`config.mk`:
```
export PLATFORM = sky130hd
export DESIGN_NAME = mmdc_root
export DESIGN_NICKNAME = d
export VERILOG_FILES = /design/src/hw/rtl/mesh_max_displacement_convergence_defines.svh /design/src/hw/rtl/mmdc_pkg.sv /design/src/hw/rtl/mmdc_root.sv
export SDC_FILE = /design/constraint.sdc
export NUM_CORES = 1
export LEC_CHECK = 0
export BUFFER_PORTS_ARGS = -buffer_cell sky130_fd_sc_hd__buf_2
export CAP_MARGIN = 20
export CORE_ASPECT_RATIO = 1.1
export CORE_MARGIN = 2
export CORE_UTILIZATION = 33
export CTS_CLUSTER_SIZE = 28
export DETAILED_ROUTE_END_ITERATION = 10
export PLACE_DENSITY = 0.46
export SKIP_CTS_REPAIR_TIMING = 1
export SYNTH_ARGS = -nofsm -noshare
export SYNTH_HDL_FRONTEND = slang
export SYNTH_SLANG_ARGS = --single-unit
```
`constraint.sdc`:
```
create_clock -name i_clk -period 10.17 [get_ports i_clk]
set_clock_uncertainty 0.15 [all_clocks]
set_input_delay 3.051 -clock i_clk [delete_from_list [all_inputs] [get_ports i_clk]]
set_output_delay 3.051 -clock i_clk [all_outputs]
set_load 0.05 [all_outputs]
```
`src/hw/rtl/mesh_max_displacement_convergence_defines.svh`:
```
// assertion macros for the mesh displacement convergence monitor
`ifndef MESH_MAX_DISPLACEMENT_CONVERGENCE_DEFINES_SVH
`define MESH_MAX_DISPLACEMENT_CONVERGENCE_DEFINES_SVH
`ifndef SYNTH
// same-cycle implication
`define MMDC_ASSERT_IMP(lbl, ante, cons) \
    lbl: assert property (@(posedge i_clk) disable iff (!i_rst_n) (ante) |-> (cons)) \
        else $error("mmdc: same-cycle check failed");
// next-cycle implication
`define MMDC_ASSERT_NXT(lbl, ante, cons) \
    lbl: assert property (@(posedge i_clk) disable iff (!i_rst_n) (ante) |=> (cons)) \
        else $error("mmdc: next-cycle check failed");
`else
`define MMDC_ASSERT_IMP(lbl, ante, cons)
`define MMDC_ASSERT_NXT(lbl, ante, cons)
`endif
`endif

```
`src/hw/rtl/mmdc_pkg.sv`:
```
`default_nettype none
package mmdc_pkg;

    localparam int MAX_VERTICES = 4096;
    localparam int ADDR_W       = (MAX_VERTICES > 1) ? $clog2(MAX_VERTICES) : 1;
    localparam int CNT_W        = $clog2(MAX_VERTICES + 1);

    localparam int COORD_W = 32;
    localparam int PROD_W  = 2 * COORD_W;
    localparam int SUM_W   = PROD_W + 2;
    localparam int DIST_W  = 33;
    localparam int ITER_W  = 16;
    localparam int THR_W   = 33;

    // digit-by-digit root: two radicand bits per step
    localparam int ROOT_W     = (SUM_W + 1) / 2 + 1;
    localparam int ROOT_STEPS = ROOT_W;
    localparam int RAD_W      = 2 * ROOT_W;
    localparam int REM_W      = ROOT_W + 1;
    localparam int RCNT_W     = $clog2(ROOT_STEPS);

    localparam int PADDR_W = 5;
    localparam int PDATA_W = 64;

    localparam logic [THR_W-1:0]  THRESHOLD_RST = THR_W'(65536);
    localparam logic [ITER_W-1:0] MIN_ITER_RST  = ITER_W'(1);
    localparam logic [ITER_W-1:0] MAX_ITER_RST  = ITER_W'(1000);
    localparam logic [ITER_W-1:0] ITER_SAT      = '1;

    localparam logic CMD_LOAD  = 1'b0;
    localparam logic CMD_CHECK = 1'b1;

    localparam logic [1:0] REG_THRESHOLD = 2'd0;
    localparam logic [1:0] REG_MIN_ITER  = 2'd1;
    localparam logic [1:0] REG_MAX_ITER  = 2'd2;

    typedef struct packed {
        logic                      command;
        logic signed [COORD_W-1:0] pos_x;
        logic signed [COORD_W-1:0] pos_y;
        logic signed [COORD_W-1:0] pos_z;
        logic                      last_vertex;
    } t_in_item;

    typedef struct packed {
        logic              converged;
        logic [DIST_W-1:0] max_distance;
        logic [ITER_W-1:0] iteration;
    } t_out_item;

    typedef struct packed {
        logic [COORD_W-1:0] x;
        logic [COORD_W-1:0] y;
        logic [COORD_W-1:0] z;
    } t_vec;

    typedef struct packed {
        logic [THR_W-1:0]  threshold;
        logic [ITER_W-1:0] min_iterations;
        logic [ITER_W-1:0] max_iterations;
    } t_cfg;

    typedef enum logic [1:0] {
        S_IDLE,
        S_CALC,
        S_FIN,
        S_ROOT
    } t_state;

endpackage
`default_nettype wire

```
`src/hw/rtl/mmdc_root.sv`:
```
`default_nettype none
module mmdc_root
    import mmdc_pkg::*;
(
    input  wire logic              i_clk,
    input  wire logic              i_rst_n,
    input  wire logic              i_start,
    input  wire logic [SUM_W-1:0]  i_operand,
    output logic                   o_busy,
    output logic      [DIST_W-1:0] o_root
);

    logic              r_busy;
    logic [RCNT_W-1:0] r_cnt;
    logic [RAD_W-1:0]  r_rad;
    logic [REM_W-1:0]  r_rem;
    logic [ROOT_W-1:0] r_root;

    logic [REM_W+1:0]  w_trial;
    logic [REM_W+1:0]  w_sub;
    logic [REM_W+1:0]  w_diff;
    logic              w_ge;

    // restoring square root, one result bit per cycle
    assign w_trial = {r_rem, r_rad[RAD_W-1 -: 2]};
    assign w_sub   = {1'b0, r_root, 2'b01};
    assign w_ge    = w_trial >= w_sub;
    assign w_diff  = w_trial - w_sub;

    always_ff @(posedge i_clk) begin
        if (!i_rst_n) begin
            r_busy <= 1'b0;
            r_cnt  <= '0;
        end else if (i_start) begin
            r_busy <= 1'b1;
            r_cnt  <= RCNT_W'(ROOT_STEPS - 1);
        end else if (r_busy) begin
            if (r_cnt == '0) begin
                r_busy <= 1'b0;
            end else begin
                r_cnt <= r_cnt - 1'b1;
            end
        end
    end

    always_ff @(posedge i_clk) begin
        if (i_start) begin
            r_rad  <= RAD_W'(i_operand);
            r_rem  <= '0;
            r_root <= '0;
        end else if (r_busy) begin
            r_rad  <= {r_rad[RAD_W-3:0], 2'b00};
            r_rem  <= w_ge ? w_diff[REM_W-1:0] : w_trial[REM_W-1:0];
            r_root <= {r_root[ROOT_W-2:0], w_ge};
        end
    end

    assign o_busy = r_busy;
    assign o_root = r_root[DIST_W-1:0];

endmodule
`default_nettype wire
```
Word level (Yosys, flattened, before mapping). Cells that the tools add are included.

Register bits: 144. Logic and storage cells: 27.

Add/subtract/negate cells: 2. Order comparisons: 1. Equality and inequality tests: 1. Muxes and demuxes: 9. Bitwise operators: 2. Reduce and logical (&&, ||, !) cells: 5.

Operator list (number): 2-to-1 mux 66 bit (2); >= comparator 37 x 36 -> 1 bit (1); 2-to-1 mux 35 bit (1); subtractor 35 bit (1); 2-to-1 mux 6 bit (3); zero test 6 bit (1); subtractor 6 x 1 -> 6 bit, second input constant (1); AND reduction 2 bit (2); 2-to-1 mux 1 bit (3); != test 2 bit, second input constant (1); NOT 1 bit (2); nonzero test 2 bit (1); OR reduction 2 bit (1).

Depth between registers and ports, before layout.
Depth after elaboration: 4. Gate-level depth with buffers: 14.

Worst setup path before layout. No wires, ideal clock.

Path kind: input to register. Start: input i_start. End: register r_rad[0] (enable). Data arrival time: 4848 ps. Data required time: 9600 ps. Slack: 4752 ps. Stages: 4. Cell sequence: clkbuf_1 > nor2_1 > clkbuf_1 > inv_1.

Cells in the longest elaborated chain, start to end: 1.

Ends and longest elaborated chain: start: declaration (RTL line mmdc_root.sv:7) `input wire logic i_start,`; nonzero test 2 bit (no source line); end signal: assignment (RTL line mmdc_root.sv:48) `r_rad <= RAD_W'(i_operand);`; end signal: assignment (RTL line mmdc_root.sv:52) `r_rad <= {r_rad[RAD_W-3:0], 2'b00};`; end: declaration (RTL line mmdc_root.sv:15) `logic [RAD_W-1:0] r_rad;`.

No other way between the ends. A chain may end at the register's enable or synchronous reset.

Final worst setup path.
Start: input i_start. End: register r_rad[38] (enable).

The elaborated chain is that of the path after synthesis.

==> results by group <==
Synth
  • Synth top cells by count: nor2_1 (85), dfxtp_1 (78), edfxtp_1 (66)
  • Xor/xnor cell area share of the yosys netlist: 3.99%
  • FFs w/ async S/R, synth: 0%
  • Syn_nets: 889
  • Compound-cell area share of the yosys netlist: 13.0%
  • Yosys cell types: 59
  • Syn Inst Count: 783
  • Synth warnings: 0
  • Cell with the most instances after synthesis: nor2_1
  • Main flop type after synthesis: dfxtp_1
  • Post-Synth Simple-Gate Area: 9.75%
  • Synth Register Bits: 144
  • Top area cells in the synthesized netlist: edfxtp_1 (24%), dfxtp_1 (19%), mux2_2 (8.9%)
  • Mux contribution to synthesized area: 16.1%
  • Post-Synth Adder-Cell Area: 5.70%
  • Largest area contributor in the netlist: edfxtp_1
  • Share of the synthesized area in the top cell type: 24.4%
  • Mean Syn Cell Area: 10.4 um^2
  • Netlist Area Pre-Place: 8120 um^2
  • EDFF count, synth: 66
  • Sequential-to-total area share from yosys stat: 43.6%
  • Largest family of logic cells by synthesized area: multiplexers

Critical path
  • Worst reg-to-reg setup slack: 6480 ps
  • CP arrival: 4930 ps
  • R2r worst-path depth: 12
  • Worst R2R Start: r_root[0]
  • Worst endpoint required time: 10070 ps
  • Crit path max fanout: 68
  • Crit path to: r_rad[38]
  • Worst setup startpoint: i_start
  • CP Launch Type: primary input
  • RR Endpoint: r_rem[29]
  • Worst Setup Path Type: in2reg
  • CP endpoint kind: flip-flop

STA
  • Setup violators final: 0
  • Setup TNS Final: 0 ps
  • Hold violation count in the final report: 0
  • Max Fclk: 199 MHz
  • Worst rel slew slack: 36.8%
  • RSZ-0062 raised after global routing: false
  • Final min period: 5030 ps
  • Slew Viols, Final: 0
  • Slew at the pin with the worst max-slew slack: 945 ps
  • Tcrit/Tclk final: 49.5%

CTS
  • Clock Tree Root: clkbuf_16
  • Total CTS buffers: 17
  • Later-pin clock latency in the skew report: 430 ps
  • CTS tree: yes
  • Clock sink count: 144
  • CTS Buffer Depth: 2
  • H-tree depth: 4
  • Clk slew on worst S/H paths: 70 ps

Route
  • DR vias/cell: 4.88
  • ANT nets after route: 0
  • Via count: 5671
  • Total Routed Length: 17900 um
  • Drt pass-1 iters: 4
  • DRC Markers: 0
  • Routed wire per std cell: 15.4 um
  • 1st-iter DRT viols: 257

Global routing
  • GRT overflow: 0
  • Number of global-route vias before repair: 5762
  • Pin count of the biggest net entering global routing: 69
  • Antenna violations before repair: 4
  • Total track usage: 14.3%
  • First-pass GRT wire length: 30100 um

Min path
  • Path type of the worst min-delay path: reg2reg

Floorplanning
  • Core box area: 24300 um^2
  • Initial core utilization: 33.4%
  • Die W: 154 um
  • Rows: 60
  • Top Ports: 103
  • Die Ht: 169 um
  • Die area: 25900 um^2

Cells and area
  • Footprint of the multi-input gates: 3960 um^2
  • Net count reported at finish: 945
  • Non-Filler Instances: 1163
  • Area grow syn2layout: 13.4%
  • Layout cells sized above 1: 25.2%
  • Filler cells: 2502
  • Reg area: 3550 um^2
  • Post-layout util: 37.9%
  • Fin area: 9210 um^2

Status
  • Status: finished clean

Placement
  • Port Buffers: 102
  • RePlAce Congestion: 0.785
  • Placed Area: 8610 um^2
  • Placed cell count: 1130
  • Post-DP HPWL: 12600 um

Power
  • VDD IR max: 0.114 mV
  • P_leak: 3.85 nW
  • Final Power: 0.00246 W
  • Pwr Density: 267 nW/um^2

Job
  • Max_cap viols: 0
[routing by layer]
metal	GRT usage, %	up-vias	share of wire [%]
met5	0	-	0.15
li1	-	2899	-
met3	4.79	19	5.7
met4	3.71	4	1.0
met1	18.7	2651	47
met2	22.7	98	46
[state kept, by name (all words and copies together), names as in the netlist]
register,cells
r_rem,35
o_busy,1
r_cnt,6
r_rad,68
r_root,34
[cell usage in the layout (no fill, tap or decap), types with 8 or more instances in the layout]
cell and n:
a211oi_1 25, a21o_1 21, a21oi_1 31, and3_1 8, buf_2 101, clkbuf_16 17
dfxtp_1 77, edfxtp_1 66, ha_1 37, inv_1 45, mux2_2 64, mux2i_1 59
nand2_1 32, nand3_1 12, nand4_1 8, nor2_1 85, o21a_1 8, o21ai_0 21
xnor2_1 22, xor2_1 15
[layout make-up]
type                    instances  area share (%)
repair buffers                106            5.89
flip-flops and latches        144            38.5
diodes                          1          0.0272
inverters                      46            1.87
clock inverters                15            1.93
multi-input cells             524            42.9
clock buffers                  17            4.62
well taps                     310            4.21
[stage by stage]
stage | worst slack (ps) | hold WS [ps]
6_report | 5140 | 342
5_1_grt | 4880 | 369
4_1_cts | 5070 | 348
3_5_place_dp | 4620 | 327
3_3_place_gp | 4600 | 324
2_1_floorplan | 4750 | 289
[cells by family (layout without fill, tap and decap cells)]
logic type / after synthesis / in the layout
simple gates: 175 / 175
compound gates: 152 / 152
flops: 144 / 144
mux: 123 / 123
buf+inv: 115 / 184
fa+ha+maj: 37 / 37
xor+xnor: 37 / 37
other cells: 0 / 1
[power breakdown]
| group | switching [W] | internal (W) | leakage, nW |
|---|---|---|---|
| Sequential | 0.0000494 | 0.000681 | 1.30 |
| Combinational | 0.000611 | 0.000485 | 2.26 |
| Clock | 0.000304 | 0.000334 | 0.293 |
| Total | 0.000964 | 0.00150 | 3.85 |
[worst max-delay path, cell delays in order]
cell and delay [ps]:
buf_4 620, nor2_1 430, inv_2 110, buf_4 660
[how the worst min path moves through the flow]
stage	start	endpoint	slack (ps)	depth (start not counted)
after global routing	r_rem[0]	r_rem[0]	370	2
after floorplan	r_rem[33]	r_rem[33]	290	2
after detailed placement	r_rad[64]	r_rad[66]	330	2
after CTS	r_rem[0]	r_rem[0]	350	2
final	r_rad[64]	r_rad[66]	340	2
after global placement	r_rad[64]	r_rad[66]	320	2
(Power assumes the default switching activity.)
