--- src/hw/rtl/mesh_max_displacement_convergence_defines.svh ---
// assertion macros for the mesh displacement convergence monitor
`ifndef MESH_MAX_DISPLACEMENT_CONVERGENCE_DEFINES_SVH
`define MESH_MAX_DISPLACEMENT_CONVERGENCE_DEFINES_SVH
`ifndef SYNTH
// same-cycle implication
`define MMDC_ASSERT_IMP(lbl, ante, cons) \
    lbl: assert property (@(posedge i_clk) disable iff (!i_rst_n) (ante) |-> (cons)) \
        else $error("mmdc: same-cycle check failed");
// next-cycle implication
`define MMDC_ASSERT_NXT(lbl, ante, cons) \
    lbl: assert property (@(posedge i_clk) disable iff (!i_rst_n) (ante) |=> (cons)) \
        else $error("mmdc: next-cycle check failed");
`else
`define MMDC_ASSERT_IMP(lbl, ante, cons)
`define MMDC_ASSERT_NXT(lbl, ante, cons)
`endif
`endif

--- src/hw/rtl/mmdc_pkg.sv ---
`default_nettype none
package mmdc_pkg;

    localparam int MAX_VERTICES = 4096;
    localparam int ADDR_W       = (MAX_VERTICES > 1) ? $clog2(MAX_VERTICES) : 1;
    localparam int CNT_W        = $clog2(MAX_VERTICES + 1);

    localparam int COORD_W = 32;
    localparam int PROD_W  = 2 * COORD_W;
    localparam int SUM_W   = PROD_W + 2;
    localparam int DIST_W  = 33;
    localparam int ITER_W  = 16;
    localparam int THR_W   = 33;

    // digit-by-digit root: two radicand bits per step
    localparam int ROOT_W     = (SUM_W + 1) / 2 + 1;
    localparam int ROOT_STEPS = ROOT_W;
    localparam int RAD_W      = 2 * ROOT_W;
    localparam int REM_W      = ROOT_W + 1;
    localparam int RCNT_W     = $clog2(ROOT_STEPS);

    localparam int PADDR_W = 5;
    localparam int PDATA_W = 64;

    localparam logic [THR_W-1:0]  THRESHOLD_RST = THR_W'(65536);
    localparam logic [ITER_W-1:0] MIN_ITER_RST  = ITER_W'(1);
    localparam logic [ITER_W-1:0] MAX_ITER_RST  = ITER_W'(1000);
    localparam logic [ITER_W-1:0] ITER_SAT      = '1;

    localparam logic CMD_LOAD  = 1'b0;
    localparam logic CMD_CHECK = 1'b1;

    localparam logic [1:0] REG_THRESHOLD = 2'd0;
    localparam logic [1:0] REG_MIN_ITER  = 2'd1;
    localparam logic [1:0] REG_MAX_ITER  = 2'd2;

    typedef struct packed {
        logic                      command;
        logic signed [COORD_W-1:0] pos_x;
        logic signed [COORD_W-1:0] pos_y;
        logic signed [COORD_W-1:0] pos_z;
        logic                      last_vertex;
    } t_in_item;

    typedef struct packed {
        logic              converged;
        logic [DIST_W-1:0] max_distance;
        logic [ITER_W-1:0] iteration;
    } t_out_item;

    typedef struct packed {
        logic [COORD_W-1:0] x;
        logic [COORD_W-1:0] y;
        logic [COORD_W-1:0] z;
    } t_vec;

    typedef struct packed {
        logic [THR_W-1:0]  threshold;
        logic [ITER_W-1:0] min_iterations;
        logic [ITER_W-1:0] max_iterations;
    } t_cfg;

    typedef enum logic [1:0] {
        S_IDLE,
        S_CALC,
        S_FIN,
        S_ROOT
    } t_state;

endpackage
`default_nettype wire

--- src/hw/rtl/mmdc_cfg.sv ---
`default_nettype none
module mmdc_cfg
    import mmdc_pkg::*;
(
    input  wire logic               i_clk,
    input  wire logic               i_rst_n,
    input  wire logic               psel,
    input  wire logic               penable,
    input  wire logic               pwrite,
    input  wire logic [PADDR_W-1:0] paddr,
    input  wire logic [PDATA_W-1:0] pwdata,
    output logic      [PDATA_W-1:0] prdata,
    output logic                    pready,
    output t_cfg                    o_cfg
);

    t_cfg       r_cfg;
    logic [1:0] w_idx;
    logic       w_wr;

    assign w_idx  = paddr[PADDR_W-1:3];
    assign w_wr   = psel && penable && pwrite;
    assign pready = 1'b1;
    assign o_cfg  = r_cfg;

    always_ff @(posedge i_clk) begin
        if (!i_rst_n) begin
            r_cfg.threshold      <= THRESHOLD_RST;
            r_cfg.min_iterations <= MIN_ITER_RST;
            r_cfg.max_iterations <= MAX_ITER_RST;
        end else if (w_wr) begin
            unique case (w_idx)
                REG_THRESHOLD: r_cfg.threshold      <= pwdata[THR_W-1:0];
                REG_MIN_ITER:  r_cfg.min_iterations <= pwdata[ITER_W-1:0];
                REG_MAX_ITER:  r_cfg.max_iterations <= pwdata[ITER_W-1:0];
                default: ;
            endcase
        end
    end

    always_comb begin
        unique case (w_idx)
            REG_THRESHOLD: prdata = PDATA_W'(r_cfg.threshold);
            REG_MIN_ITER:  prdata = PDATA_W'(r_cfg.min_iterations);
            REG_MAX_ITER:  prdata = PDATA_W'(r_cfg.max_iterations);
            default:       prdata = '0;
        endcase
    end

endmodule
`default_nettype wire

--- config.mk ---
export PLATFORM = sky130hd
export DESIGN_NAME = mmdc_cfg
export DESIGN_NICKNAME = d
export VERILOG_FILES = /design/src/hw/rtl/mesh_max_displacement_convergence_defines.svh /design/src/hw/rtl/mmdc_pkg.sv /design/src/hw/rtl/mmdc_cfg.sv
export SDC_FILE = /design/constraint.sdc
export NUM_CORES = 1
export LEC_CHECK = 0
export ABC_AREA = 0
export BUFFER_PORTS_ARGS = -buffer_cell sky130_fd_sc_hd__buf_2
export CAP_MARGIN = 25
export CORE_ASPECT_RATIO = 0.5
export CORE_MARGIN = 2
export CORE_UTILIZATION = 44
export CTS_BUF_LIST = sky130_fd_sc_hd__clkbuf_2 sky130_fd_sc_hd__clkbuf_4 sky130_fd_sc_hd__clkbuf_8
export DETAILED_ROUTE_END_ITERATION = 12
export PLACE_DENSITY_LB_ADDON = 0.08
export SLEW_MARGIN = 20
export SYNTH_ARGS = -nofsm -noshare
export SYNTH_HDL_FRONTEND = slang
export SYNTH_SLANG_ARGS = --single-unit
--- constraint.sdc ---
create_clock -name i_clk -period 1.4 [get_ports i_clk]
set_input_delay 0.14 -clock i_clk [delete_from_list [all_inputs] [get_ports i_clk]]
set_output_delay 0.14 -clock i_clk [all_outputs]
set_load 0.1 [all_outputs]
* Yosys cells after proc, flatten, opt, wreduce, memory -nomap -nowiden *
Cells that the tools add are included.

operators by class
  $add $sub $neg = 0
  $mul = 0
  divide/modulo/power cells = 0
  magnitude comparators = 0
  eq/ne operators = 2
  shifts and indexed selects = 0
  muxes and demuxes = 1
  bitwise logic cells = 0
  reductions and logical operators = 6

operator list
  operator                                        number
  one-hot mux 33 bit (3 select lines)             1
  AND reduction 2 bit                             3
  == test 2 x 1 -> 1 bit (second input constant)  1
  == test 2 bit (second input constant)           1
  logical AND 1 bit                               2
  zero test 2 bit                                 1

word-level totals
  register bits = 65
  latch bits = 0
  memory bits (writable) = 0
  ROM bits = 0
  input bits = 74
  output and inout bits = 130
  word-level logic and storage cells = 12
  memories = 0

* Longest topological paths before layout *
  depth in word-level cells = 3
  depth in mapped cells = 6
  depth with buffers taken out = 3

* Least setup slack after synthesis *
No wires, ideal clock.

  path type = reg-to-output
  from = register r_cfg, in the netlist o_cfg[3]
  to = output prdata[3]
  arrival = 3.245 ns
  data required time = 1.260 ns
  slack = -1.985 ns
  cell stages (with the launch flop) = 3
  buffers on the path = 0
  cells stage by stage = dfxtp_1 -> mux2i_1 -> o21ai_0

on the way
  cells in the longest elaborated chain, start to end = 1

RTL lines
  item                                 line            text
  start: declaration                   mmdc_cfg.sv:17  t_cfg r_cfg;
  one-hot mux 33 bit (3 select lines)  mmdc_cfg.sv:42  unique case (w_idx)
  end: declaration                     mmdc_cfg.sv:12  output logic [PDATA_W-1:0] prdata,

Every way passes these cells.

* Worst setup path after layout *
  from = register r_cfg, in the netlist o_cfg[44]
  to = output prdata[12]

The elaborated chain is that of the path after synthesis.

==> results by stage <==
Logic synthesis:
- Synthesis handed over a netlist of about 370 instances.
- After synthesis, flip-flops and latches occupy roughly two fifths of the total area.
- The synthesized netlist occupies a cell area of ~0.0033 mm2.
- The number of register bits inferred by synthesis is 65.
- The average footprint of a synthesized cell is about 9 um2.
- The count of warnings emitted by yosys is 0.
- The number of different library cells used by synthesis comes to 22.

Floorplanning:
- The placeable core region is roughly 0.0072 mm2.
- The width of the chip is about 130 um.
- The initialized floorplan defines 22 standard-cell rows.
- The starting density of the core is roughly 45%.
- The area of the die is between 0.008 and 0.009 mm2.
- The number of top-level design ports is 204.
- Measured along the y axis, the die boundary spans 64.81 um.

Critical path:
- The worst setup path is launched from a register.
- Data on the critical path arrives at its endpoint at between 1000 and 1500 ps.
- The master of the slowest instance on the critical path is sky130_fd_sc_hd__dfxtp_4.
- The signal on the critical path passes through mux2i_2 -> o21ai_4 -> buf_12.
- STA puts the critical path data required time at 1260 ps.
- The type of the worst setup path is reg -> out.
- Along the worst path, the maximum fanout reaches 3.
- On the worst path, the slowest cell contributes a delay of around 350 ps.
- The critical path endpoint category is an output port.

Finish:
- The top cell types in the final layout, fill and taps aside, are 105 x sky130_fd_sc_hd__nand2_1, 104 x sky130_fd_sc_hd__buf_2, 64 x sky130_fd_sc_hd__mux2i_1.
- Relative to the synthesized area, the layout overhead comes to 55.71%.
- For this run, the post-layout net count is approximately 570.
- The register with the most flip-flops in the layout has 65 of them.
- The proportion of layout cells with a drive suffix above 1 is a little under three fifths.
- The finished cells cover between 0.005 and 0.006 mm2.
- The commonest non-fill, non-tap cell in the layout is sky130_fd_sc_hd__nand2_1.
- The number of antenna cells inserted is 0.
- The number of inserted filler cells in the final layout is around 570.
- The share of the core filled with cells is a little over two thirds.

Clock network:
- The number of sinks on the clock net is 65.
- At the later pin of the worst-skew pair, clock insertion delay measures around 320 ps.
- The hold buffer count at cts is 0.
- Clock-pin slew was measured on the worst setup and hold paths at around 70 ps.
- The maximum root-to-sink buffer count is 2.
- The number of H-tree branching levels is 3.
- The quantity of gates resized following cts is 0.
- The total setup buffers inserted after CTS is 0.
- In this run, CTS created clock tree buffers numbering 9.
- The TritonCTS clock tree is done.
- Clock tree synthesis selected as its root buffer the cell sky130_fd_sc_hd__clkbuf_8.

STA:
- Setup repair after global routing left no endpoint under its margin.
- The total of endpoints with negative setup slack in the final report is 0.
- For this run, the top clock speed supported by timing is about 760 MHz.
- The shortest period the worst path allows is 1317 ps.
- The final count of hold timing violations was 0.
- Dividing the final minimum period by the clock period gives a little over nine tenths.
- The number of pins with negative max-slew slack in the final report was 0.
- For the final routed database, the setup TNS stands at 0 ps.
- Between clock sinks in the finished design, the worst skew comes to 0 ps.

Global route:
- The initial antenna violation count is 0.
- The maximum number of pins on one net before global-route repair is 104.
- The number of global-route vias before repair is 2,708.
- For this run, the total global-route usage over all layers was measured as between 20% and 30%.
- The first-pass GRT wire length is about 13 mm.
- The leftover overflow at the end of global routing is 0.

Pwr:
- Summed over all cells, the static leakage comes to about 0.0021 uW.
- Power comes to between 4000 and 5000 uW.
- Power spread over the standard cell area amounts to between 900 and 1000 mW/mm2.
- VDD sags by at most just under 0.0006 V.

Routing:
- The total wirelength of the detailed-routed design is ~8 mm.
- Detailed routing inserted a total of roughly 2,800 vias.
- The post-detailed-route count of antenna-violating nets is 0.
- The first routing iteration left between 90 and 100 violations.
- The number of iterations in the first detailed-routing pass is 4.
- In the routed design, unresolved DRC markers number 0.
- The post-detailed-route via-to-cell ratio is 4.712.
- The average detailed-routed wire length per instance is around 13 um.

Outcome:
- The run finished with clean final reports.

Placed design:
- The final weighted congestion in routability-driven placement is just over 0.7.
- The post-place instance area is about 0.0049 mm2.
- During placement, the flow inserted port buffers numbering around 140.
- The half-perimeter wire length of the detailed placement result is between 5 and 6 mm.

Flow run:
- The count of max-cap constraint violations is 0.

Hold path:
- In this run the worst hold path is classified as in -> reg.
worst max-delay path, delay by kind of cell, from the launching register on:
family / cells / cell delay [ps]
buf+inv: 1 / 170
compound gates: 1 / 100
flops: 1 / 350
mux: 1 / 220
layer usage:
metal | vias up | GRT usage, % | wire [um]
li1 | 1392 | - | -
met1 | 1318 | 25.50 | 3689
met2 | 110 | 34.12 | 3689
met3 | 7 | 6.193 | 548
met4 | 0 | 5.556 | 75
met5 | - | 0 | 0
cells by family (layout without fill, tap and decap cells):
kind of cell           Yosys count  count (layout)  share of synthesized area, %
AND/OR/NAND/NOR                143             143                         19.61
multiplexers                    79              79                         24.30
flip-flops                      65              65                         39.98
buffers and inverters           59             167                         12.96
AO/OA/AOI/OAI                   18              18                         2.922
other                            2              32                        0.2308
final cells by class:
cell class              count  area [um2]  area share (%)
repair buffers            150        1354           26.72
flip-flops and latches     65        1459           28.79
clock inverters             3       42.54          0.8395
clock buffers              12       152.6           3.012
well taps                  96       120.1           2.370
multi-input cells         272        1929           38.07
inverters                   2       10.01          0.1975
path summary, 6_finish.rpt:
check / depth (start not counted) / start / slack, ps / endpoint
max: 3 / o_cfg[44] / 80 / prdata[12]
min: 3 / pwdata[26] / 40 / o_cfg[58]
max reg2reg: 2 / o_cfg[29] / 760 / o_cfg[29]
min reg2reg: 2 / o_cfg[22] / 460 / o_cfg[22]
stage by stage:
step,instances,setup slack (ps),hold slack (ps)
after CTS,600,56.25,25.59
after global placement,585,17.30,381.1
after floorplan,396,-217.2,274.7
after detailed placement,585,-48.02,391.4
after global routing,600,34.55,32.08
final,600,83.30,43.13
synth_stat cells, drive strengths merged:
| library cell | count | share of area (%) |
|---|---|---|
| nor3b | 1 | 0.23 |
| and2 | 17 | 3.3 |
| and3 | 1 | 0.19 |
| mux2i | 79 | 24 |
| dfxtp | 65 | 40 |
| clkbuf | 12 | 1.4 |
| o211ai | 2 | 0.46 |
| nor2b | 13 | 2.5 |
| inv | 2 | 0.23 |
| nor3 | 2 | 0.65 |
| nor2 | 1 | 0.12 |
| o21ai | 16 | 2.5 |
| nand3 | 3 | 0.46 |
| nand2 | 105 | 12 |
| buf | 45 | 11 |
| conb | 2 | 0.23 |
report_power, final:
group	switching [uW]	total, uW	internal [uW]
clock	660	1560	898
sequential	21.3	1850	1820
combinational	912	1160	249
No activity file was read; power rests on OpenSTA's default activity.
