[src/hw/rtl/mesh_max_displacement_convergence_defines.svh]
// assertion macros for the mesh displacement convergence monitor
`ifndef MESH_MAX_DISPLACEMENT_CONVERGENCE_DEFINES_SVH
`define MESH_MAX_DISPLACEMENT_CONVERGENCE_DEFINES_SVH
`ifndef SYNTH
// same-cycle implication
`define MMDC_ASSERT_IMP(lbl, ante, cons) \
    lbl: assert property (@(posedge i_clk) disable iff (!i_rst_n) (ante) |-> (cons)) \
        else $error("mmdc: same-cycle check failed");
// next-cycle implication
`define MMDC_ASSERT_NXT(lbl, ante, cons) \
    lbl: assert property (@(posedge i_clk) disable iff (!i_rst_n) (ante) |=> (cons)) \
        else $error("mmdc: next-cycle check failed");
`else
`define MMDC_ASSERT_IMP(lbl, ante, cons)
`define MMDC_ASSERT_NXT(lbl, ante, cons)
`endif
`endif

[src/hw/rtl/mmdc_pkg.sv]
`default_nettype none
package mmdc_pkg;

    localparam int MAX_VERTICES = 4096;
    localparam int ADDR_W       = (MAX_VERTICES > 1) ? $clog2(MAX_VERTICES) : 1;
    localparam int CNT_W        = $clog2(MAX_VERTICES + 1);

    localparam int COORD_W = 32;
    localparam int PROD_W  = 2 * COORD_W;
    localparam int SUM_W   = PROD_W + 2;
    localparam int DIST_W  = 33;
    localparam int ITER_W  = 16;
    localparam int THR_W   = 33;

    // digit-by-digit root: two radicand bits per step
    localparam int ROOT_W     = (SUM_W + 1) / 2 + 1;
    localparam int ROOT_STEPS = ROOT_W;
    localparam int RAD_W      = 2 * ROOT_W;
    localparam int REM_W      = ROOT_W + 1;
    localparam int RCNT_W     = $clog2(ROOT_STEPS);

    localparam int PADDR_W = 5;
    localparam int PDATA_W = 64;

    localparam logic [THR_W-1:0]  THRESHOLD_RST = THR_W'(65536);
    localparam logic [ITER_W-1:0] MIN_ITER_RST  = ITER_W'(1);
    localparam logic [ITER_W-1:0] MAX_ITER_RST  = ITER_W'(1000);
    localparam logic [ITER_W-1:0] ITER_SAT      = '1;

    localparam logic CMD_LOAD  = 1'b0;
    localparam logic CMD_CHECK = 1'b1;

    localparam logic [1:0] REG_THRESHOLD = 2'd0;
    localparam logic [1:0] REG_MIN_ITER  = 2'd1;
    localparam logic [1:0] REG_MAX_ITER  = 2'd2;

    typedef struct packed {
        logic                      command;
        logic signed [COORD_W-1:0] pos_x;
        logic signed [COORD_W-1:0] pos_y;
        logic signed [COORD_W-1:0] pos_z;
        logic                      last_vertex;
    } t_in_item;

    typedef struct packed {
        logic              converged;
        logic [DIST_W-1:0] max_distance;
        logic [ITER_W-1:0] iteration;
    } t_out_item;

    typedef struct packed {
        logic [COORD_W-1:0] x;
        logic [COORD_W-1:0] y;
        logic [COORD_W-1:0] z;
    } t_vec;

    typedef struct packed {
        logic [THR_W-1:0]  threshold;
        logic [ITER_W-1:0] min_iterations;
        logic [ITER_W-1:0] max_iterations;
    } t_cfg;

    typedef enum logic [1:0] {
        S_IDLE,
        S_CALC,
        S_FIN,
        S_ROOT
    } t_state;

endpackage
`default_nettype wire

[src/hw/rtl/mmdc_dist.sv]
`default_nettype none
module mmdc_dist
    import mmdc_pkg::*;
(
    input  wire logic             i_clk,
    input  wire logic             i_rst_n,
    input  wire logic             i_start,
    input  wire t_vec             i_pos,
    input  wire t_vec             i_ref,
    output logic                  o_busy,
    output logic      [SUM_W-1:0] o_sum
);

    // step 0..2 take a difference, 1..3 square it, 2..4 add it up
    logic               r_busy;
    logic [2:0]         r_step;
    logic [COORD_W-1:0] r_diff;
    logic [PROD_W-1:0]  r_prod;
    logic [SUM_W-1:0]   r_sum;

    logic [COORD_W-1:0] w_a;
    logic [COORD_W-1:0] w_b;
    logic [COORD_W:0]   w_ab;
    logic [COORD_W:0]   w_ba;
    logic [PROD_W-1:0]  w_sq;

    always_comb begin
        case (r_step[1:0])
            2'd0:    begin w_a = i_pos.x; w_b = i_ref.x; end
            2'd1:    begin w_a = i_pos.y; w_b = i_ref.y; end
            default: begin w_a = i_pos.z; w_b = i_ref.z; end
        endcase
    end

    assign w_ab = {w_a[COORD_W-1], w_a} - {w_b[COORD_W-1], w_b};
    assign w_ba = {w_b[COORD_W-1], w_b} - {w_a[COORD_W-1], w_a};
    assign w_sq = r_diff * r_diff;

    always_ff @(posedge i_clk) begin
        if (!i_rst_n) begin
            r_busy <= 1'b0;
            r_step <= '0;
        end else if (i_start) begin
            r_busy <= 1'b1;
            r_step <= '0;
        end else if (r_busy) begin
            r_step <= r_step + 3'd1;
            if (r_step == 3'd4) begin
                r_busy <= 1'b0;
            end
        end
    end

    always_ff @(posedge i_clk) begin
        if (i_start) begin
            r_sum <= '0;
        end else if (r_busy) begin
            r_diff <= w_ab[COORD_W] ? w_ba[COORD_W-1:0] : w_ab[COORD_W-1:0];
            r_prod <= w_sq;
            if (r_step >= 3'd2) begin
                r_sum <= r_sum + SUM_W'(r_prod);
            end
        end
    end

    assign o_busy = r_busy;
    assign o_sum  = r_sum;

endmodule
`default_nettype wire

[config.mk]
export PLATFORM = sky130hd
export DESIGN_NAME = mmdc_dist
export DESIGN_NICKNAME = d
export VERILOG_FILES = /design/src/hw/rtl/mesh_max_displacement_convergence_defines.svh /design/src/hw/rtl/mmdc_pkg.sv /design/src/hw/rtl/mmdc_dist.sv
export SDC_FILE = /design/constraint.sdc
export NUM_CORES = 2
export LEC_CHECK = 0
export BUFFER_PORTS_ARGS = -buffer_cell sky130_fd_sc_hd__buf_2
export CAP_MARGIN = 20
export CELL_PAD_IN_SITES_DETAIL_PLACEMENT = 2
export CELL_PAD_IN_SITES_GLOBAL_PLACEMENT = 2
export CORE_ASPECT_RATIO = 1.4
export CORE_MARGIN = 2
export CORE_UTILIZATION = 37
export CTS_CLUSTER_SIZE = 30
export DETAILED_ROUTE_END_ITERATION = 16
export PLACE_DENSITY_LB_ADDON = 0.1
export SKIP_CTS_REPAIR_TIMING = 1
export SYNTH_ARGS = -nofsm -noshare
export SYNTH_HDL_FRONTEND = slang
export SYNTH_SLANG_ARGS = --single-unit
export TNS_END_PERCENT = 5
[constraint.sdc]
create_clock -name i_clk -period 7.3 [get_ports i_clk]
set_clock_uncertainty 0.2 [all_clocks]
set_input_delay 1.095 -clock i_clk [delete_from_list [all_inputs] [get_ports i_clk]]
set_output_delay 1.095 -clock i_clk [all_outputs]
set_load 0.01 [all_outputs]
* After elaboration in Yosys (flattened, before gate mapping) *
Cells that the tools add are included.

word-level totals
  input port bits = 195
  word-level logic and storage cells = 25
  output and inout bits = 67
  bits in registers = 166

cells by class
  add/sub/neg operators = 4
  $mul = 1
  bitwise logic cells = 2
  reduce and logical (&&, ||, !) cells = 4
  order comparisons = 1
  multiplexer cells = 6
  equality and inequality tests = 2

operators with widths
  kind                                                 number
  case mux 32 bit (2 select lines)                     2
  adder 66 x 64 -> 66 bit                              1
  multiplier 32 x 32 -> 64 bit                         1
  subtractor 32 x 32 -> 33 bit                         1
  two-way mux 32 bit                                   1
  subtractor 32 bit                                    1
  AND reduction 2 bit                                  2
  adder 3 x 1 -> 3 bit, second input constant          1
  equality test 3 bit, second input constant           1
  >= comparator 3 x 2 -> 1 bit, second input constant  1
  two-way mux 1 bit                                    3
  equality test 2 x 1 -> 1 bit, second input constant  1
  logical NOT 2 bit                                    1
  NOT 1 bit                                            2
  OR reduction 2 bit                                   1

* Depth between registers and ports, before layout *
  depth after elaboration = 4
  mapped depth = 31
  mapped depth without buffers = 29

* Worst setup path after synthesis *
OpenSTA, ideal clock, no wires.

  kind = flip-flop to flip-flop
  from = register r_diff[2]
  to = register r_prod[63], data pin
  library setup time = 261 ps
  arrival = 7341 ps
  clock period less this slack = 7802 ps
  slack = -502 ps
  path buffers = 3
  stages on the path, launching flop included = 28
  required time = 6839 ps
  path through = edfxtp_1 clkbuf_1 buf_1 nand2_1 fa_1 inv_1 fa_1 inv_1 fa_1 fa_1 inv_1 fa_1 inv_1 fa_1 inv_1 fa_1 fa_1 ha_1 clkbuf_1 a21oi_1 o21ai_1 a2111oi_1 nor2_1 o311ai_1 nand3_1 a21oi_2 o21ai_2 o311a_1

on the way
  longest elaborated chain between the ends = 1

ends and longest elaborated chain
  item                          RTL line         text
  start, declared               mmdc_dist.sv:17  logic [COORD_W-1:0] r_diff;
  start signal, assigned        mmdc_dist.sv:58  r_diff <= w_ab[COORD_W] ? w_ba[COORD_W-1:0] : w_ab[COORD_W-1:0];
  multiplier 32 x 32 -> 64 bit  mmdc_dist.sv:37  assign w_sq = r_diff * r_diff;
  net w_sq[63]                  mmdc_dist.sv:25  logic [PROD_W-1:0] w_sq;
  end signal, assigned          mmdc_dist.sv:59  r_prod <= w_sq;
  end, declared                 mmdc_dist.sv:18  logic [PROD_W-1:0] r_prod;

The timed path passes the listed nets, and every way through them passes these cells.
A chain may end at the register's enable or synchronous reset.

* Final worst setup path *
  from = register r_diff[6]
  to = register r_prod[58], data pin

The elaborated chain is that of the path after synthesis.

==> tab_implementation.tex <==
\begin{tabular}{lr}
\hline
Metric & Value \\
\hline
\multicolumn{2}{l}{\textbf{Critical path}} \\
\quad Classification of the worst setup path & flip-flop to flip-flop \\
\quad Kind of launch point of the worst setup path & flip-flop \\
\quad Critical path destination & r\_prod[58] \\
\quad Critical path endpoint category & flip-flop \\
\quad Reg2reg path depth & 27 \\
\quad Endpoint arrival time on the critical path & around 8000 ps \\
\quad Worst Path Required & 7360 ps \\
\quad Capturing point of the worst reg2reg path & r\_prod[58] \\
\quad Register-to-register setup slack & -630 ps \\
\quad Crit Reg-Reg Startpoint & r\_diff[6] \\
\quad Critical Path Fanout Max & 7 \\
\quad Worst setup path startpoint & r\_diff[6] \\
\multicolumn{2}{l}{\textbf{STA}} \\
\quad Worst slew margin relative to its limit & 0.423 \\
\quad PnR worst setup slack & -630 ps \\
\quad Highest clock frequency the design can meet & around 0.13 GHz \\
\quad Number of hold violations in the final report & 0 \\
\quad Total negative setup slack & -14570 ps \\
\quad RSZ-0062 raised after global routing & yes \\
\quad Final Max Tran Viols & 0 \\
\quad Worst-Margin Slew & approximately 860 ps \\
\quad Final critical delay including setup and external delays & 7930 ps \\
\quad Setup-violating endpoint count in the final report & 36 \\
\quad Worst hold margin & 282 ps \\
\quad Period utilisation layout & 1.09 \\
\multicolumn{2}{l}{\textbf{Placed design}} \\
\quad Number of input and output port buffers inserted & 261 \\
\quad Half-perimeter wire length after placement & 137 mm \\
\quad Routability congestion estimate & 0.887 \\
\quad Post-place instance area & 50300 sq um \\
\multicolumn{2}{l}{\textbf{Yosys}} \\
\quad Cell with the most instances after synthesis & inv\_1 \\
\quad Ranking of synthesized cells by area & fa\_1, ha\_1, inv\_1, edfxtp\_1, nand2\_1 \\
\quad Adder and majority gate portion of the synthesized area & 0.491 \\
\quad Share of synthesized area spent on multiplexers & 0.00500 \\
\quad Share of the synthesized area in the top cell type & 0.368 \\
\quad Post-synthesis simple-gate area fraction & 0.122 \\
\quad Post-synthesis instance area & 43300 sq um \\
\quad Cell type with the highest aggregate area in the netlist & fa\_1 \\
\quad Unique cell type count in the Yosys netlist & just over 90 \\
\quad Proportion of synthesized chip area in sequential cells & 0.0982 \\
\quad Number of enable flip-flop cells after synthesis & 95 \\
\quad Synth Flop Type & edfxtp\_1 \\
\quad List of most frequent post-synthesis cells & inv\_1, fa\_1, nand2\_1, ha\_1, a21oi\_1 \\
\quad Combinational family with the most area after synthesis & adder cells \\
\quad Warning count from the yosys run & 0 \\
\quad Xor-xnor portion of the synthesized cell area & 0.0378 \\
\quad Synth Instances & 4857 \\
\quad Mean post-synth cell area & 8.92 sq um \\
\quad Synthesized flop and latch total & 165 \\
\quad Share of the synthesized area in compound gates (AO/OA/AOI/OAI) & 0.131 \\
\quad Post-Syn Nets & around 6300 \\
\quad Asr flop ratio synth & 0 \\
\multicolumn{2}{l}{\textbf{Detailed routing}} \\
\quad Detailed Route Iter0 Violations & 1237 \\
\quad Detail Route Antenna Nets & 0 \\
\quad Detailed Routing Iterations Pass 1 & 5 \\
\quad Wire length on met1 & roughly 65 mm \\
\quad Routed wirelength normalized by instance count & roughly 23 um \\
\quad DRC violations left & 0 \\
\quad Detailed-route via count & about 36000 \\
\quad Detailed Route WL & 162 mm \\
\quad Via count normalized by instance count & 5.14 \\
\quad Top metal layer carrying routed signals & met5 \\
\quad Met3 routed wirelength & 3.48 mm \\
\quad Met2 WL & 88.5 mm \\
\multicolumn{2}{l}{\textbf{CTS}} \\
\quad Number of buffers added by the clock tree synthesis step & 17 \\
\quad Clock sink count & 165 \\
\quad Root buf cell & clkbuf\_16 \\
\quad Clock transition at path regs & around 80 ps \\
\quad H-tree levels & 4 \\
\quad Max clock buf depth & 2 \\
\quad Clock tree from TritonCTS & done \\
\quad Source-to-sink clock delay at the later pin of the worst-skew pair & 530 ps \\
\multicolumn{2}{l}{\textbf{Global route}} \\
\quad Total congestion overflow & 0 \\
\quad Via count of the first global-routing pass & 42900 \\
\quad Pin count of the biggest net entering global routing & 67 \\
\quad GRT Resource Usage Total & 0.265 \\
\quad Global-route wire length before repair & $\sim$250 mm \\
\quad Number of antenna violations at the first check in global routing & 3 \\
\multicolumn{2}{l}{\textbf{Status}} \\
\quad Violations in the final reports & negative setup slack \\
\quad Result of the run & complete, but fails checks \\
\multicolumn{2}{l}{\textbf{Worst hold path}} \\
\quad Startpoint of the lowest-slack hold path & o\_sum[63] \\
\quad Classification of the worst-slack hold path & flip-flop to flip-flop \\
\quad Count of cells along the worst hold path & 2 \\
\multicolumn{2}{l}{\textbf{Final layout}} \\
\quad Growth of design area from synthesis to finish & 20.6\% \\
\quad Non-Filler Cell Area, Final & 52200 sq um \\
\quad Layout cell share with drive strength beyond 1 & 0.202 \\
\quad Fin util & 0.449 \\
\quad Layout fillers & 12800 \\
\quad Nets & between 6000 and 7000 \\
\multicolumn{2}{l}{\textbf{Die}} \\
\quad Floorplan core area & 116000 sq um \\
\quad Number of top-level pins & 262 \\
\quad Initial core utilization & 0.373 \\
\quad Chip Height & 409 um \\
\quad Width of the die & 293 um \\
\quad Total die area & 120000 sq um \\
\quad Site Rows & 148 \\
\multicolumn{2}{l}{\textbf{Job}} \\
\quad Max-cap viol count & 0 \\
\hline
\end{tabular}
[cells in the final DEF (no fill, tap or decap), drive strengths merged, types with 23 or more instances in the layout]
cell type,n
a21o,155
a21oi,280
a22o,64
a31oi,35
and2,241
and3,24
buf,866
dfxtp,70
edfxtp,95
fa,796
ha,425
inv,1090
nand2,491
nand3,46
nand4,49
nor2,143
nor2b,23
nor3,30
o21ai,136
o21bai,44
xnor2,108
xor2,79
[how the worst min path moves through the flow]
stage	end
floorplan	o_sum[10]
global placement	o_sum[52]
detailed placement	o_sum[63]
CTS	o_sum[63]
global route	o_sum[50]
finish	o_sum[63]
[worst max-delay path, cell delays in order (launching register included)]
cell       delay [ps]
edfxtp_1          520
buf_6             180
buf_6             130
buf_12            130
nand2_1            70
fa_1              510
inv_1              90
fa_1              480
fa_1              590
inv_1             100
fa_1              510
inv_1              60
fa_1              470
fa_1              560
fa_1              440
fa_1              550
ha_4              240
a211oi_2          280
a2bb2oi_2         220
o41ai_4           110
a31oi_2           170
buf_6             160
o221ai_4          130
a31oi_1           190
buf_4             140
and2b_2           180
o21ai_1            80
xor2_1            150
[metal layers]
metal  track usage  vias up
met5             0        -
met4        0.0751        4
met3        0.0207      209
met2         0.509      595
met1         0.310    18800
li1              -    16600
[state kept, by name, summed over array words and instances, names as in the netlist]
name / cells
o_busy: 1
o_sum: 66
r_diff: 32
r_prod: 63
r_step: 3
[final cells by class]
| class | instances | area [sq um] | area share |
|---|---|---|---|
| multi-input cells | 3386 | 35000 | 0.669 |
| repair buffers | 868 | 6510 | 0.125 |
| flip-flops and latches | 165 | 4250 | 0.0814 |
| inverters | 1081 | 4060 | 0.0777 |
| well taps | 1500 | 1880 | 0.0359 |
| clock buffers | 17 | 425 | 0.00814 |
| clock inverters | 15 | 155 | 0.00297 |
| diodes | 1 | 2.50 | 0.0000479 |
[logic make-up after synthesis]
kind of cell | after synthesis
compound gates | 854
fa+ha+maj | 1221
xor+xnor | 187
flops | 165
simple gates | 1104
mux | 20
buf+inv | 1306
[per-stage QoR]
| step | setup slack (ps) | instances |
|---|---|---|
| final | -630 | 7033 |
| after CTS | -1190 | 6988 |
| after global placement | -952 | 6956 |
| after global routing | -928 | 7032 |
| after floorplan | -145 | 4857 |
| after detailed placement | -1140 | 6956 |
Power is not shown: default switching activity piles up to over one toggle a cycle in this logic, so the estimate is an artifact.
